$ cat config.mk
export PLATFORM = sky130hd
export DESIGN_NAME = ambient_color_follow
export DESIGN_NICKNAME = d
export VERILOG_FILES = /design/src/design/acf_pkg.sv /design/src/design/acf_queue.sv /design/src/design/acf_front.sv /design/src/design/acf_div.sv /design/src/design/acf_back.sv /design/src/design/ambient_color_follow.sv
export SDC_FILE = /design/constraint.sdc
export NUM_CORES = 2
export LEC_CHECK = 0
export ABC_AREA = 1
export ABC_CLOCK_PERIOD_IN_PS = 8300
export BUFFER_PORTS_ARGS = -buffer_cell sky130_fd_sc_hd__clkbuf_2
export CAP_MARGIN = 20
export CORE_UTILIZATION = 25
export DETAILED_ROUTE_END_ITERATION = 6
export HOLD_SLACK_MARGIN = 0.1
export PLACE_DENSITY = 0.44
export SETUP_SLACK_MARGIN = 0.3
export SLEW_MARGIN = 25
export SYNTH_ARGS = -nofsm -noshare
export SYNTH_HDL_FRONTEND = slang
export SYNTH_SLANG_ARGS = --single-unit
$ cat constraint.sdc
create_clock -name aclk -period 8.3 [get_ports aclk]
set_clock_uncertainty 0.05 [all_clocks]
set_input_delay 1.66 -clock aclk [delete_from_list [all_inputs] [get_ports aclk]]
set_output_delay 1.66 -clock aclk [all_outputs]
set_load 0.05 [all_outputs]
$ cat src/design/acf_pkg.sv
// Shared types and constants of the ambient color follower.
// Used by every module of the block; depends on nothing else.
package acf_pkg;

    localparam int COUNT_W = 16;
    localparam int LEVEL_W = 8;
    localparam int GAIN_W  = 9;
    localparam int THR_W   = 8;

    localparam int IN_DATA_W  = 3 * COUNT_W;
    localparam int OUT_DATA_W = 4 * LEVEL_W;

    localparam int APB_ADDR_W = 5;
    localparam int APB_DATA_W = 32;
    localparam int REG_IDX_W  = 3;

    localparam logic [REG_IDX_W-1:0] REG_WHITE_ENABLE   = 3'd0;
    localparam logic [REG_IDX_W-1:0] REG_GREY_THRESHOLD = 3'd1;
    localparam logic [REG_IDX_W-1:0] REG_RED_GAIN       = 3'd2;
    localparam logic [REG_IDX_W-1:0] REG_GREEN_GAIN     = 3'd3;
    localparam logic [REG_IDX_W-1:0] REG_BLUE_GAIN      = 3'd4;

    localparam logic [THR_W-1:0]  RST_GREY_THRESHOLD = 8'd10;
    localparam logic [GAIN_W-1:0] RST_RED_GAIN       = 9'd256;
    localparam logic [GAIN_W-1:0] RST_GREEN_GAIN     = 9'd256;
    localparam logic [GAIN_W-1:0] RST_BLUE_GAIN      = 9'd179;

    localparam logic [LEVEL_W-1:0] LEVEL_MAX = 8'd255;

    // Entries of the queue of finished sample groups.
    localparam int QUEUE_DEPTH = 2;
    localparam int QCNT_W      = $clog2(QUEUE_DEPTH + 1);

    typedef struct packed {
        logic              white_enable;
        logic [THR_W-1:0]  grey_threshold;
        logic [GAIN_W-1:0] red_gain;
        logic [GAIN_W-1:0] green_gain;
        logic [GAIN_W-1:0] blue_gain;
    } cfg_t;

    typedef struct packed {
        logic              full;
        logic              empty;
        logic [QCNT_W-1:0] count;
    } q_stat_t;

    typedef struct packed {
        logic               busy;
        logic               done;
        logic [LEVEL_W-1:0] quot;
    } div_stat_t;

endpackage

$ cat src/design/acf_queue.sv
// Short queue of accumulated sample groups between the front and back parts.
// Depends on acf_pkg for the depth and the status struct.
module acf_queue import acf_pkg::*; #(
    parameter int W = 54
) (
    input  logic         aclk,
    input  logic         aresetn,
    input  logic         push,
    input  logic [W-1:0] wdata,
    input  logic         pop,
    output logic [W-1:0] rdata,
    output q_stat_t      stat
);

    localparam int PTR_W = (QUEUE_DEPTH > 1) ? $clog2(QUEUE_DEPTH) : 1;

    logic [W-1:0]      mem_reg [QUEUE_DEPTH];
    logic [PTR_W-1:0]  wr_ptr_reg;
    logic [PTR_W-1:0]  rd_ptr_reg;
    logic [QCNT_W-1:0] count_reg;

    function automatic logic [PTR_W-1:0] ptr_inc(input logic [PTR_W-1:0] p);
        logic [PTR_W-1:0] r;
        if (p == PTR_W'(QUEUE_DEPTH - 1)) begin
            r = '0;
        end else begin
            r = p + 1'b1;
        end
        return r;
    endfunction

    always_ff @(posedge aclk) begin
        if (push) begin
            mem_reg[wr_ptr_reg] <= wdata;
        end
    end

    always_ff @(posedge aclk) begin
        if (!aresetn) begin
            wr_ptr_reg <= '0;
            rd_ptr_reg <= '0;
            count_reg  <= '0;
        end else begin
            if (push) begin
                wr_ptr_reg <= ptr_inc(wr_ptr_reg);
            end
            if (pop) begin
                rd_ptr_reg <= ptr_inc(rd_ptr_reg);
            end
            if (push && !pop) begin
                count_reg <= count_reg + 1'b1;
            end else if (pop && !push) begin
                count_reg <= count_reg - 1'b1;
            end
        end
    end

    assign rdata      = mem_reg[rd_ptr_reg];
    assign stat.full  = (count_reg == QCNT_W'(QUEUE_DEPTH));
    assign stat.empty = (count_reg == '0);
    assign stat.count = count_reg;

endmodule

$ cat src/design/acf_front.sv
// Front part: takes sample beats and adds them into per-channel sums.
// A finished group of sums goes into the queue. Depends on acf_pkg.
module acf_front import acf_pkg::*; #(
    parameter int NUM_AVG = 3,
    parameter int SUMW    = 18
) (
    input  logic                 aclk,
    input  logic                 aresetn,
    input  logic                 s_tvalid,
    output logic                 s_tready,
    input  logic [IN_DATA_W-1:0] s_tdata,
    input  q_stat_t              q_stat,
    output logic                 q_push,
    output logic [3*SUMW-1:0]    q_wdata
);

    localparam int CNT_W = $clog2(NUM_AVG + 1);

    logic [CNT_W-1:0] cnt_reg;
    logic [SUMW-1:0]  sum_reg  [3];
    logic [SUMW-1:0]  sum_next [3];
    logic             accept;
    logic             group_end;

    assign s_tready  = !q_stat.full;
    assign accept    = s_tvalid && s_tready;
    assign group_end = (cnt_reg == CNT_W'(NUM_AVG - 1));

    always_comb begin
        for (int k = 0; k < 3; k++) begin
            sum_next[k] = sum_reg[k] + SUMW'(s_tdata[k*COUNT_W +: COUNT_W]);
        end
    end

    assign q_push  = accept && group_end;
    assign q_wdata = {sum_next[2], sum_next[1], sum_next[0]};

    always_ff @(posedge aclk) begin
        if (!aresetn) begin
            cnt_reg <= '0;
            for (int k = 0; k < 3; k++) begin
                sum_reg[k] <= '0;
            end
        end else if (accept) begin
            if (group_end) begin
                cnt_reg <= '0;
                for (int k = 0; k < 3; k++) begin
                    sum_reg[k] <= '0;
                end
            end else begin
                cnt_reg <= cnt_reg + 1'b1;
                for (int k = 0; k < 3; k++) begin
                    sum_reg[k] <= sum_next[k];
                end
            end
        end
    end

endmodule

$ cat src/design/acf_div.sv
// Shared serial divider for quotients known to fit in eight bits.
// One quotient bit per cycle; a zero divisor gives zero. Depends on acf_pkg.
module acf_div import acf_pkg::*; #(
    parameter int NW = 27,
    parameter int DW = 20
) (
    input  logic          aclk,
    input  logic          aresetn,
    input  logic          start,
    input  logic [NW-1:0] num,
    input  logic [DW-1:0] den,
    output div_stat_t     stat
);

    localparam int SW    = (NW > DW + LEVEL_W - 1) ? NW : DW + LEVEL_W - 1;
    localparam int CNT_W = $clog2(LEVEL_W);

    logic [SW-1:0]      rem_reg;
    logic [SW-1:0]      dsh_reg;
    logic [LEVEL_W-1:0] quot_reg;
    logic [CNT_W-1:0]   cnt_reg;
    logic               zero_reg;
    logic               busy_reg;
    logic               done_reg;
    logic               fits;

    assign fits = (rem_reg >= dsh_reg);

    always_ff @(posedge aclk) begin
        if (!aresetn) begin
            busy_reg <= 1'b0;
            done_reg <= 1'b0;
        end else begin
            done_reg <= 1'b0;
            if (start) begin
                busy_reg <= 1'b1;
            end else if (busy_reg && cnt_reg == '0) begin
                busy_reg <= 1'b0;
                done_reg <= 1'b1;
            end
        end
    end

    always_ff @(posedge aclk) begin
        if (start) begin
            rem_reg  <= SW'(num);
            dsh_reg  <= SW'(den) << (LEVEL_W - 1);
            quot_reg <= '0;
            cnt_reg  <= CNT_W'(LEVEL_W - 1);
            zero_reg <= (den == '0);
        end else if (busy_reg) begin
            if (fits) begin
                rem_reg <= rem_reg - dsh_reg;
            end
            quot_reg <= {quot_reg[LEVEL_W-2:0], fits};
            dsh_reg  <= dsh_reg >> 1;
            cnt_reg  <= cnt_reg - 1'b1;
        end
    end

    assign stat.busy = busy_reg;
    assign stat.done = done_reg;
    assign stat.quot = zero_reg ? '0 : quot_reg;

endmodule

$ cat src/design/acf_back.sv
// Back part: turns one group of sums into a target color and plays the ramp.
// Sequencer around the shared divider and the output register. Depends on
// acf_pkg and acf_div.
module acf_back import acf_pkg::*; #(
    parameter int SUMW  = 18,
    parameter int STEPS = 8
) (
    input  logic                  aclk,
    input  logic                  aresetn,
    input  cfg_t                  cfg,
    input  logic [3*SUMW-1:0]     q_rdata,
    input  q_stat_t               q_stat,
    output logic                  q_pop,
    output logic                  m_tvalid,
    input  logic                  m_tready,
    output logic [OUT_DATA_W-1:0] m_tdata,
    output logic                  m_tlast
);

    localparam int NW     = SUMW + 9;
    localparam int DW     = SUMW + 2;
    localparam int STEP_W = $clog2(STEPS + 1);

    // Division by STEPS is a multiply by the rounded-up reciprocal; it is exact
    // for eight-bit magnitudes and any STEPS up to 64.
    localparam int RECIP_SH = 16;
    localparam int RECIP_W  = RECIP_SH + 1;
    localparam int PROD_W   = LEVEL_W + RECIP_W;
    localparam logic [RECIP_W-1:0] STEP_RECIP = RECIP_W'((2 ** RECIP_SH + STEPS - 1) / STEPS);

    typedef enum logic [3:0] {
        ST_IDLE,
        ST_TOTAL,
        ST_NORM,
        ST_NORM_WAIT,
        ST_RANGE,
        ST_SELECT,
        ST_STRETCH,
        ST_STRETCH_WAIT,
        ST_DELTA,
        ST_RAMP
    } state_t;

    state_t                    state_reg;
    logic [1:0]                ch_reg;
    logic [STEP_W-1:0]         step_reg;
    logic [SUMW-1:0]           sums_reg [3];
    logic [DW-1:0]             total_reg;
    logic [LEVEL_W-1:0]        c_reg    [3];
    logic [LEVEL_W-1:0]        hi_reg;
    logic [LEVEL_W-1:0]        lo_reg;
    logic [LEVEL_W-1:0]        tgt_reg  [4];
    logic [LEVEL_W-1:0]        prev_reg [4];
    logic [LEVEL_W-1:0]        acc_reg  [4];
    logic signed [LEVEL_W:0]   inc_reg  [4];
    logic                      m_tvalid_reg;
    logic [OUT_DATA_W-1:0]     m_tdata_reg;
    logic                      m_tlast_reg;

    logic                      div_start;
    logic [NW-1:0]             div_num;
    logic [DW-1:0]             div_den;
    div_stat_t                 div_stat;
    logic [LEVEL_W-1:0]        span;
    logic signed [LEVEL_W:0]   delta;
    logic [LEVEL_W-1:0]        delta_mag;
    logic [PROD_W-1:0]         recip_prod;
    logic [LEVEL_W-1:0]        step_inc;
    logic [LEVEL_W-1:0]        step_val [4];
    logic [LEVEL_W-1:0]        gained   [3];
    logic [GAIN_W-1:0]         gain_sel [3];
    logic                      load_beat;

    acf_div #(
        .NW (NW),
        .DW (DW)
    ) u_div (
        .aclk    (aclk),
        .aresetn (aresetn),
        .start   (div_start),
        .num     (div_num),
        .den     (div_den),
        .stat    (div_stat)
    );

    assign span      = c_reg[ch_reg] - lo_reg;
    assign delta     = $signed({1'b0, tgt_reg[ch_reg]}) - $signed({1'b0, prev_reg[ch_reg]});
    assign delta_mag = delta[LEVEL_W] ? LEVEL_W'(-delta) : delta[LEVEL_W-1:0];

    assign recip_prod = PROD_W'(delta_mag) * PROD_W'(STEP_RECIP);
    assign step_inc   = recip_prod[RECIP_SH +: LEVEL_W];

    always_comb begin
        div_start = 1'b0;
        div_num   = '0;
        div_den   = '0;
        case (state_reg)
            ST_NORM: begin
                div_start = 1'b1;
                div_num   = (NW'(sums_reg[ch_reg]) << LEVEL_W) - NW'(sums_reg[ch_reg]);
                div_den   = total_reg;
            end
            ST_STRETCH: begin
                div_start = 1'b1;
                div_num   = (NW'(span) << LEVEL_W) - NW'(span);
                div_den   = DW'(hi_reg);
            end
            default: begin
                div_start = 1'b0;
            end
        endcase
    end

    // Each step adds the per-step increment; the sum always stays in range.
    always_comb begin
        for (int k = 0; k < 4; k++) begin
            step_val[k] = acc_reg[k] + inc_reg[k][LEVEL_W-1:0];
        end
    end

    assign gain_sel[0] = cfg.red_gain;
    assign gain_sel[1] = cfg.green_gain;
    assign gain_sel[2] = cfg.blue_gain;

    always_comb begin
        logic [LEVEL_W+GAIN_W-1:0] prod;
        for (int k = 0; k < 3; k++) begin
            prod = (LEVEL_W + GAIN_W)'(step_val[k]) * (LEVEL_W + GAIN_W)'(gain_sel[k]);
            if (prod[LEVEL_W+GAIN_W-1:LEVEL_W] > GAIN_W'(LEVEL_MAX)) begin
                gained[k] = LEVEL_MAX;
            end else begin
                gained[k] = prod[2*LEVEL_W-1:LEVEL_W];
            end
        end
    end

    assign q_pop     = (state_reg == ST_IDLE) && !q_stat.empty;
    assign load_beat = (state_reg == ST_RAMP) && (!m_tvalid_reg || m_tready);

    always_ff @(posedge aclk) begin
        if (!aresetn) begin
            state_reg    <= ST_IDLE;
            ch_reg       <= '0;
            step_reg     <= STEP_W'(1);
            m_tvalid_reg <= 1'b0;
            for (int k = 0; k < 4; k++) begin
                prev_reg[k] <= '0;
                tgt_reg[k]  <= '0;
            end
        end else begin
            if (load_beat) begin
                m_tvalid_reg <= 1'b1;
            end else if (m_tready) begin
                m_tvalid_reg <= 1'b0;
            end
            case (state_reg)
                ST_IDLE: begin
                    if (!q_stat.empty) begin
                        for (int k = 0; k < 3; k++) begin
                            sums_reg[k] <= q_rdata[k*SUMW +: SUMW];
                        end
                        state_reg <= ST_TOTAL;
                    end
                end
                ST_TOTAL: begin
                    total_reg <= DW'(sums_reg[0]) + DW'(sums_reg[1]) + DW'(sums_reg[2]);
                    ch_reg    <= '0;
                    state_reg <= ST_NORM;
                end
                ST_NORM: begin
                    state_reg <= ST_NORM_WAIT;
                end
                ST_NORM_WAIT: begin
                    if (div_stat.done) begin
                        c_reg[ch_reg] <= div_stat.quot;
                        if (ch_reg == 2'd2) begin
                            state_reg <= ST_RANGE;
                        end else begin
                            ch_reg    <= ch_reg + 1'b1;
                            state_reg <= ST_NORM;
                        end
                    end
                end
                ST_RANGE: begin
                    // Largest and smallest of the three normalized channels.
                    hi_reg <= (c_reg[0] >= c_reg[1])
                              ? ((c_reg[0] >= c_reg[2]) ? c_reg[0] : c_reg[2])
                              : ((c_reg[1] >= c_reg[2]) ? c_reg[1] : c_reg[2]);
                    lo_reg <= (c_reg[0] <= c_reg[1])
                              ? ((c_reg[0] <= c_reg[2]) ? c_reg[0] : c_reg[2])
                              : ((c_reg[1] <= c_reg[2]) ? c_reg[1] : c_reg[2]);
                    state_reg <= ST_SELECT;
                end
                ST_SELECT: begin
                    ch_reg <= '0;
                    if (cfg.white_enable && (hi_reg - lo_reg) < cfg.grey_threshold) begin
                        tgt_reg[0] <= '0;
                        tgt_reg[1] <= '0;
                        tgt_reg[2] <= '0;
                        tgt_reg[3] <= hi_reg;
                        state_reg  <= ST_DELTA;
                    end else begin
                        state_reg <= ST_STRETCH;
                    end
                end
                ST_STRETCH: begin
                    state_reg <= ST_STRETCH_WAIT;
                end
                ST_STRETCH_WAIT: begin
                    if (div_stat.done) begin
                        tgt_reg[ch_reg] <= div_stat.quot;
                        if (ch_reg == 2'd2) begin
                            tgt_reg[3] <= '0;
                            ch_reg     <= '0;
                            state_reg  <= ST_DELTA;
                        end else begin
                            ch_reg    <= ch_reg + 1'b1;
                            state_reg <= ST_STRETCH;
                        end
                    end
                end
                ST_DELTA: begin
                    inc_reg[ch_reg] <= delta[LEVEL_W]
                                       ? -$signed({1'b0, step_inc})
                                       : $signed({1'b0, step_inc});
                    acc_reg[ch_reg] <= prev_reg[ch_reg];
                    if (ch_reg == 2'd3) begin
                        step_reg  <= STEP_W'(1);
                        state_reg <= ST_RAMP;
                    end else begin
                        ch_reg <= ch_reg + 1'b1;
                    end
                end
                ST_RAMP: begin
                    if (load_beat) begin
                        for (int k = 0; k < 4; k++) begin
                            acc_reg[k] <= step_val[k];
                        end
                        m_tdata_reg  <= {step_val[3], gained[2], gained[1], gained[0]};
                        m_tlast_reg  <= (step_reg == STEP_W'(STEPS));
                        if (step_reg == STEP_W'(STEPS)) begin
                            for (int k = 0; k < 4; k++) begin
                                prev_reg[k] <= tgt_reg[k];
                            end
                            state_reg <= ST_IDLE;
                        end else begin
                            step_reg <= step_reg + 1'b1;
                        end
                    end
                end
                default: begin
                    state_reg <= ST_IDLE;
                end
            endcase
        end
    end

    assign m_tvalid = m_tvalid_reg;
    assign m_tdata  = m_tdata_reg;
    assign m_tlast  = m_tlast_reg;

endmodule

$ cat src/design/ambient_color_follow.sv
// Ambient color follower. Sample beats on s_* carry raw red, green and blue
// sensor counts (s_tdata: red_count, green_count, blue_count, from bit 0).
// Every NUM_AVG samples the sums become a new target color and STEPS beats
// leave on m_* that ramp from the previous color toward it (m_tdata:
// red_level, green_level, blue_level, white_level; m_tlast marks the final
// step). Red, green and blue carry their Q1.8 gains from the APB registers.
// The front accepts one sample per cycle while the two-entry queue of sample
// groups has room. The back handles one group at a time: three normalizing
// and three stretching divisions through one serial divider, then the
// per-step increments of the four levels. When white mode picks a grey
// color the stretch is skipped. Once the first ramp beat is loaded, the ramp
// gives one beat per cycle while m_tready is high; when m_tready is low the
// ramp waits in the output register, and once the queue fills s_tready
// drops. Reset clears the sums, the sample count, the previous and target
// colors, and loads the register defaults. Depends on acf_pkg, acf_front,
// acf_queue, acf_div and acf_back.
module ambient_color_follow import acf_pkg::*; #(
    parameter int NUM_AVG = 3,
    parameter int STEPS   = 8
) (
    input  logic                  aclk,
    input  logic                  aresetn,
    input  logic                  s_tvalid,
    output logic                  s_tready,
    input  logic [IN_DATA_W-1:0]  s_tdata,   // red_count, green_count, blue_count
    output logic                  m_tvalid,
    input  logic                  m_tready,
    output logic [OUT_DATA_W-1:0] m_tdata,   // red, green, blue, white level
    output logic                  m_tlast,
    input  logic                  psel,
    input  logic                  penable,
    input  logic                  pwrite,
    input  logic [APB_ADDR_W-1:0] paddr,
    input  logic [APB_DATA_W-1:0] pwdata,
    output logic [APB_DATA_W-1:0] prdata,
    output logic                  pready
);

    localparam int SUMW = COUNT_W + ((NUM_AVG > 1) ? $clog2(NUM_AVG) : 0);

    cfg_t                 cfg_reg;
    logic                 cfg_write;
    logic [REG_IDX_W-1:0] reg_idx;
    logic                 q_push;
    logic                 q_pop;
    logic [3*SUMW-1:0]    q_wdata;
    logic [3*SUMW-1:0]    q_rdata;
    q_stat_t              q_stat;

    assign pready    = 1'b1;
    assign reg_idx   = paddr[APB_ADDR_W-1:2];
    assign cfg_write = psel && penable && pwrite && pready;

    always_ff @(posedge aclk) begin
        if (!aresetn) begin
            cfg_reg.white_enable   <= 1'b0;
            cfg_reg.grey_threshold <= RST_GREY_THRESHOLD;
            cfg_reg.red_gain       <= RST_RED_GAIN;
            cfg_reg.green_gain     <= RST_GREEN_GAIN;
            cfg_reg.blue_gain      <= RST_BLUE_GAIN;
        end else if (cfg_write) begin
            case (reg_idx)
                REG_WHITE_ENABLE:   cfg_reg.white_enable   <= pwdata[0];
                REG_GREY_THRESHOLD: cfg_reg.grey_threshold <= pwdata[THR_W-1:0];
                REG_RED_GAIN:       cfg_reg.red_gain       <= pwdata[GAIN_W-1:0];
                REG_GREEN_GAIN:     cfg_reg.green_gain     <= pwdata[GAIN_W-1:0];
                REG_BLUE_GAIN:      cfg_reg.blue_gain      <= pwdata[GAIN_W-1:0];
                default: begin
                end
            endcase
        end
    end

    always_comb begin
        case (reg_idx)
            REG_WHITE_ENABLE:   prdata = APB_DATA_W'(cfg_reg.white_enable);
            REG_GREY_THRESHOLD: prdata = APB_DATA_W'(cfg_reg.grey_threshold);
            REG_RED_GAIN:       prdata = APB_DATA_W'(cfg_reg.red_gain);
            REG_GREEN_GAIN:     prdata = APB_DATA_W'(cfg_reg.green_gain);
            REG_BLUE_GAIN:      prdata = APB_DATA_W'(cfg_reg.blue_gain);
            default:            prdata = '0;
        endcase
    end

    acf_front #(
        .NUM_AVG (NUM_AVG),
        .SUMW    (SUMW)
    ) u_front (
        .aclk     (aclk),
        .aresetn  (aresetn),
        .s_tvalid (s_tvalid),
        .s_tready (s_tready),
        .s_tdata  (s_tdata),
        .q_stat   (q_stat),
        .q_push   (q_push),
        .q_wdata  (q_wdata)
    );

    acf_queue #(
        .W (3 * SUMW)
    ) u_queue (
        .aclk    (aclk),
        .aresetn (aresetn),
        .push    (q_push),
        .wdata   (q_wdata),
        .pop     (q_pop),
        .rdata   (q_rdata),
        .stat    (q_stat)
    );

    acf_back #(
        .SUMW  (SUMW),
        .STEPS (STEPS)
    ) u_back (
        .aclk     (aclk),
        .aresetn  (aresetn),
        .cfg      (cfg_reg),
        .q_rdata  (q_rdata),
        .q_stat   (q_stat),
        .q_pop    (q_pop),
        .m_tvalid (m_tvalid),
        .m_tready (m_tready),
        .m_tdata  (m_tdata),
        .m_tlast  (m_tlast)
    );

    // The front never pushes a group into a full queue.
    a_no_push_full: assert property (@(posedge aclk) disable iff (!aresetn)
        q_push |-> !q_stat.full)
        else $error("group pushed into a full queue");

    // The back only pops a group that is there.
    a_no_pop_empty: assert property (@(posedge aclk) disable iff (!aresetn)
        q_pop |-> !q_stat.empty)
        else $error("group popped from an empty queue");

    // After the final ramp beat is taken, the next ramp needs a full recompute.
    a_gap_after_last: assert property (@(posedge aclk) disable iff (!aresetn)
        (m_tvalid && m_tready && m_tlast) |=> !m_tvalid)
        else $error("beat follows the final ramp step without a recompute");

endmodule
=== Word level (Yosys, flattened, before mapping) ===
Memory sizes are Yosys's and may differ from the RTL's. A register that Yosys moved wholly into a read port is not among the register bits.
Cells that the tools add are included.

* Add/sub/neg operators: 25
* $mul: 3
* Magnitude comparators: 11
* Equality and inequality tests: 27
* Mux-type cells: 122
* Bitwise gates (word level): 16
* Reduce and logical (&&, ||, !) cells: 45

{| class="wikitable"
|+ Operators with widths
! operator !! number
|-
| 8-bit two-way mux || 19
|-
| 27-bit two-way mux || 5
|-
| 18-bit two-way mux || 6
|-
| 1-bit two-way mux || 55
|-
| 18-bit by 16-bit adder with 18-bit output || 3
|-
| 27-bit one-hot mux with 2 select lines || 1
|-
| 8-bit by 9-bit multiplier with 17-bit output || 3
|-
| 9-bit one-hot mux with 5 select lines || 1
|-
| 4-bit two-way mux || 11
|-
| 20-bit one-hot mux with 2 select lines || 1
|-
| 4-bit one-hot mux with 10 select lines || 1
|-
| 2-bit two-way mux || 18
|-
| 8-bit adder || 4
|-
| 27-bit >= comparator || 1
|-
| 9-bit by 8-bit > comparator with 1-bit output (second input constant) || 3
|-
| 26-bit by 18-bit subtractor with 27-bit output || 1
|-
| 27-bit subtractor || 1
|-
| 8-bit >= comparator || 3
|-
| 8-bit less-or-equal comparator || 3
|-
| 20-bit by 18-bit adder with 20-bit output || 1
|-
| 20-bit zero test || 1
|-
| 18-bit by 18-bit adder with 19-bit output || 1
|-
| 16-bit by 8-bit subtractor with 17-bit output || 1
|-
| 4-bit by 3-bit == test with 1-bit output (second input constant) || 4
|-
| 40 further kinds || 101
|}

* Register bits: 190
* Bits in writable memories: 372
* Input port bits: 92
* Word-level logic and storage cells: 286
* Memories kept: 8

{| class="wikitable"
|+ Memories
! memory !! depth !! bits a word !! rd ports !! clocked after Yosys merged registers in !! wr ports !! RTL line !! text
|-
| u_queue.mem_reg || 2 || 54 || 1 || 1 || 1 || acf_queue.sv:17 || <nowiki>logic [W-1:0] mem_reg [QUEUE_DEPTH];</nowiki>
|-
| u_back.sums_reg || 3 || 18 || 4 || 1 || 3 || acf_back.sv:47 || <nowiki>logic [SUMW-1:0] sums_reg [3];</nowiki>
|-
| u_front.sum_reg || 3 || 18 || 3 || 0 || 3 || acf_front.sv:20 || <nowiki>logic [SUMW-1:0] sum_reg [3];</nowiki>
|-
| u_back.inc_reg || 4 || 9 || 4 || 0 || 1 || acf_back.sv:55 || <nowiki>logic signed [LEVEL_W:0] inc_reg [4];</nowiki>
|-
| u_back.acc_reg || 4 || 8 || 4 || 0 || 4 || acf_back.sv:54 || <nowiki>logic [LEVEL_W-1:0] acc_reg [4];</nowiki>
|-
| u_back.prev_reg || 4 || 8 || 1 || 1 || 4 || acf_back.sv:53 || <nowiki>logic [LEVEL_W-1:0] prev_reg [4];</nowiki>
|-
| +2 memories || -- || -- || -- || -- || -- || -- ||
|}

=== Logic depth before layout (Yosys ltp) ===
* Depth after elaboration: 9
* Mapped depth: 28
* Gate-level depth less buffers: 28

=== By module ===
Synthesis repeated with hierarchy kept, for this count alone.

* Cells, all modules: 4,935
* Area, all modules: 41,242.1 µm²

{| class="wikitable"
|+ Modules (own cells, without submodules)
! module !! instances !! cells an instance !! area an instance (µm²)
|-
| acf_back || 1 || 2,979 || 24,887.6
|-
| acf_front || 1 || 714 || 5,059.9
|-
| acf_div || 1 || 721 || 4,879.7
|-
| acf_queue || 1 || 203 || 4,377.9
|-
| ambient_color_follow || 1 || 318 || 2,037.0
|}

=== Worst setup path after synthesis ===
No wires, ideal clock.

* Kind: reg-to-reg
* Start point: mem u_back.acc_reg[0][0]
* End point: reg u_back.m_tdata_reg[0] (netlist: u_back.m_tdata[0]), data pin
* Library setup time: 0.262 ns
* Data arrival time: 5.434 ns
* Data required time: 7.988 ns
* Path slack: 2.555 ns
* Stages on the path, launching flop included: 25
* Buffers on the path: 0
* Path through: edfxtp_1 -> ha_1 -> fa_1 -> a21oi_1 -> o21ai_0 -> nand2_1 -> nand2_1 -> a21oi_1 -> xor2_1 -> nor2_1 -> fa_1 -> inv_1 -> fa_1 -> inv_1 -> fa_1 -> inv_1 -> fa_1 -> inv_1 -> ha_1 -> nand2_1 -> o21ai_0 -> a221oi_1 -> nand3_1 -> nand2_1 -> nand2_1

{| class="wikitable"
|+ RTL lines
! what !! RTL line !! text
|-
| start: declaration || acf_back.sv:54 ||
|-
| end signal: assignment || acf_back.sv:239 || <nowiki>m_tdata_reg <= {step_val[3], gained[2], gained[1], gained[0]};</nowiki>
|-
| end: declaration || acf_back.sv:57 || <nowiki>logic [OUT_DATA_W-1:0] m_tdata_reg;</nowiki>
|}

==> impl_metrics.yaml <==
outcome:
  status: "complete, no violations"
critical_path:
  path_class: "reg2reg"
  critPathArrivalTime_ns: 6.73
  cp_num_buf_inv: 2
  required_ns: 8.64
  r2r_start: "u_back.acc_reg[1][0]"
  rr_worst_depth: 22
  worstPathMaxFanout: 9
  cp-endpoint: "u_back.m_tdata[10]"
  cp-start-kind: "flop"
  endpoint_kind: "flop"
  r2r_end: "u_back.m_tdata[10]"
  slowest_stage: "xor2_1"
  path_depth: 22
  critical_path.top_delay_family: "adder cells"
  path_cells: "ha_1 > fa_1 > a21oi_1 > o21ai_0 > nand2_1 > nand2_1 > a21oi_1 > xor2_1 > nor2_1 > fa_1 > fa_1 > fa_1 > inv_1 > fa_1 > inv_1 > ha_1 > a21oi_1 > o21ai_0 > a221oi_1 > nand3_1 > nand2_1 > nand2_1"
  path_common_cell: "fa_1"
  r2r_setup_slack_ns: 1.90
  crit_path_start: "u_back.acc_reg[1][0]"
  slowest_delay_ns: 0.65
timing:
  setup_viol: 0
  rsz0062_at_grt: "no"
  hold_viol: 0
  final.setup.tns_ns: 0
  relSlewSlack_pct: 27.8
  min_period_ns: 6.40
  fmax_ghz: 0.156
  post-route-period-util_pct: 77.1
  slew_viol_final: 0
  max_slew.worst_pin.slew_ns: 1.08
die:
  initial_core_util_pct: 25.3
  coreArea_um2: 159000
  rows: 146
  dieArea_um2: 163000
  die_y_um: 403
  dieWidth_um: 403
  io_pins: 160
cts:
  cts_root_buf: "clkbuf_16"
  post_cts_buffers: 0
  cts_resized: 0
  cts_num_sinks: 569
  numCtsBuffers: 72
  h-tree-depth: 3
  cts.clk_slew.worst_paths_ns: 0.06
  postCtsHoldBufs: 0
  clockBufferDepth: 3
  insertion_delay_ns: 0.68
  cts_tree: "done"
routing:
  routedWlPerCell_um: 16.3
  remaining_drc_errors: 0
  dr.pass1.iters: 6
  drtAntennaViolNets: 0
  drt_iter0_drc: 1778
  vias: 31200
  drt_wl_total_um: 114000
  via_per_inst: 4.46
cells_and_area:
  fin_area_um2: 45800
  antenna_cells: 0
  post-route-util_pct: 28.8
  fill_cells: 17000
  largest_reg_flops: 108
  syn_to_final_growth_pct: 13.8
  drive_gt1_share_pct: 8.48
  num-nets-final: 5335
grt:
  grt_pass1_vias: 31000
  grt_max_degree: 57
  antenna_found_initial: 3
  grt_use_total_pct: 13.9
  overflow: 0
  grt_pass1_wl_um: 176000
pwr:
  switching_share_pct: 43.2
  pwr-share-comb_pct: 47.2
  p_leak_nw: 20.4
  power_density_nw_per_um2: 312
  clkPwrFrac_pct: 23.3
  p_sw_w: 0.00618
  p_int_w: 0.00813
  sequentialPowerShare_pct: 29.5
  peakVddDrop_v: 0.000198
synthesis:
  postSynthCellCount: 4661
  netlist_top_cells_count: "nand2_1 (899), inv_1 (765), nor2_1 (499)"
  yosysTopAreaCell: "edfxtp_1"
  async_reset_ff_share_pct: 0
  syn_avg_cell_area_um2: 8.64
  synth_edf_count: 493
  synthTopCellsByArea: "edfxtp_1 (37%), ha_1 (9.9%), nand2_1 (8.4%)"
  synth_top_area_share_pct: 36.8
  yosys_most_used_dff: "edfxtp_1"
  yosysSeqAreaShare_pct: 40.5
  yosysWarnings: 0
  yosysMostFrequentCell: "nand2_1"
  ys_types: 66
  yosys_register_bits: 569
  syn-cell-area_um2: 40300
placement:
  dpl_cell_area_um2: 43300
  hpwlAfterDp_um: 87600
  io_buffers: 110
  gp_congestion: 0.861
min_path:
  min_path_type: "reg2reg"
job:
  drv_cap: 0
## cell type report
type / instances / area (µm²) / area share [%]
Multi-Input combinational cell: 3228 / 20600 / 44.9
Sequential cell: 569 / 16300 / 35.6
Inverter: 779 / 2930 / 6.39
Tap cell: 2146 / 2690 / 5.86
Clock buffer: 90 / 1960 / 4.29
Timing Repair Buffer: 139 / 768 / 1.68
Clock inverter: 44 / 546 / 1.19
## per-layer routing
metal	up-vias	track usage, %	part of all wire [%]	wire [µm]
met1	14700	17.7	45	51500
met5	-	0	0.011	13
met4	2	4.86	3.2	3620
met3	169	2.08	3.8	4340
li1	15700	-	-	-
met2	586	23.8	48	54200
## worst min path at each step
stage                            startpoint                      end  slack [ns]  cells after the start
global placement    u_back.u_div.cnt_reg[0]  u_back.u_div.cnt_reg[0]        0.41                      2
finish              u_back.u_div.cnt_reg[0]  u_back.u_div.cnt_reg[0]        0.43                      2
floorplan           u_back.u_div.cnt_reg[0]  u_back.u_div.cnt_reg[0]        0.39                      2
CTS                             cfg_reg[35]              cfg_reg[35]        0.43                      2
detailed placement              cfg_reg[35]              cfg_reg[35]        0.42                      2
global route        u_back.u_div.cnt_reg[2]  u_back.u_div.cnt_reg[2]        0.47                      2
## cells in the final DEF, fill, tap and decap left out, types with 16 or more instances in the layout
cell       instances
nand2_1          897
inv_1            765
nor2_1           495
edfxtp_1         493
ha_1             318
a21oi_1          301
o21ai_0          280
nand3_1          195
fa_1             136
clkbuf_2         110
xor2_1            80
clkbuf_16         75
dfxtp_1           74
nand4_1           59
mux2_2            54
xnor2_1           45
buf_4             29
nor3_1            27
or2_2             26
o21bai_1          26
conb_1            24
clkinv_1          22
nand3b_1          21
a21o_1            19
o22ai_1           17
o211ai_1          16
a211oi_1          16
## per-stage QoR
step / total power, W / hold WS (ns) / cells / worst slack, ns
floorplan: 0.00907 / 0.394 / 4683 / 2.55
global placement: 0.0110 / 0.406 / 6861 / 1.91
detailed placement: 0.0110 / 0.416 / 6861 / 1.89
CTS: 0.0145 / 0.425 / 6995 / 1.88
global route: 0.0155 / 0.472 / 6995 / 1.50
finish: 0.0143 / 0.427 / 6995 / 1.90
## worst reg2reg max path, stage by stage (launching register included)
cell      delay [ns]
edfxtp_1        0.36
ha_1            0.24
fa_1            0.41
a21oi_1         0.15
o21ai_0         0.12
nand2_1         0.09
nand2_1         0.06
a21oi_1         0.15
xor2_1          0.65
nor2_1          0.14
fa_1            0.52
fa_1            0.52
fa_1            0.54
inv_1           0.05
fa_1            0.52
inv_1           0.04
ha_1            0.34
a21oi_1         0.23
o21ai_0         0.16
a221oi_1        0.32
nand3_1         0.12
nand2_1         0.25
nand2_1         0.10
## power groups by stage
stage	logic, W	registers, W	clock network (W)
floorplan	0.00490	0.00417	0
global placement	0.00675	0.00429	0
detailed placement	0.00676	0.00429	0
CTS	0.00680	0.00423	0.00346
global route	0.00764	0.00427	0.00354
finish	0.00674	0.00422	0.00334
## cells by family (layout without fill, tap and decap cells)
| logic type | Yosys count | after routing | share of synthesized area [%] |
|---|---|---|---|
| compound gates | 774 | 774 | 11.0 |
| buf+inv | 886 | 1052 | 8.68 |
| mux | 54 | 54 | 1.51 |
| xor+xnor | 126 | 126 | 2.74 |
| other cells | 2 | 24 | 0.0187 |
| simple gates | 1796 | 1796 | 18.8 |
| flops | 569 | 569 | 40.5 |
| fa+ha+maj | 454 | 454 | 16.6 |
Power figures use the tool's default switching activity.
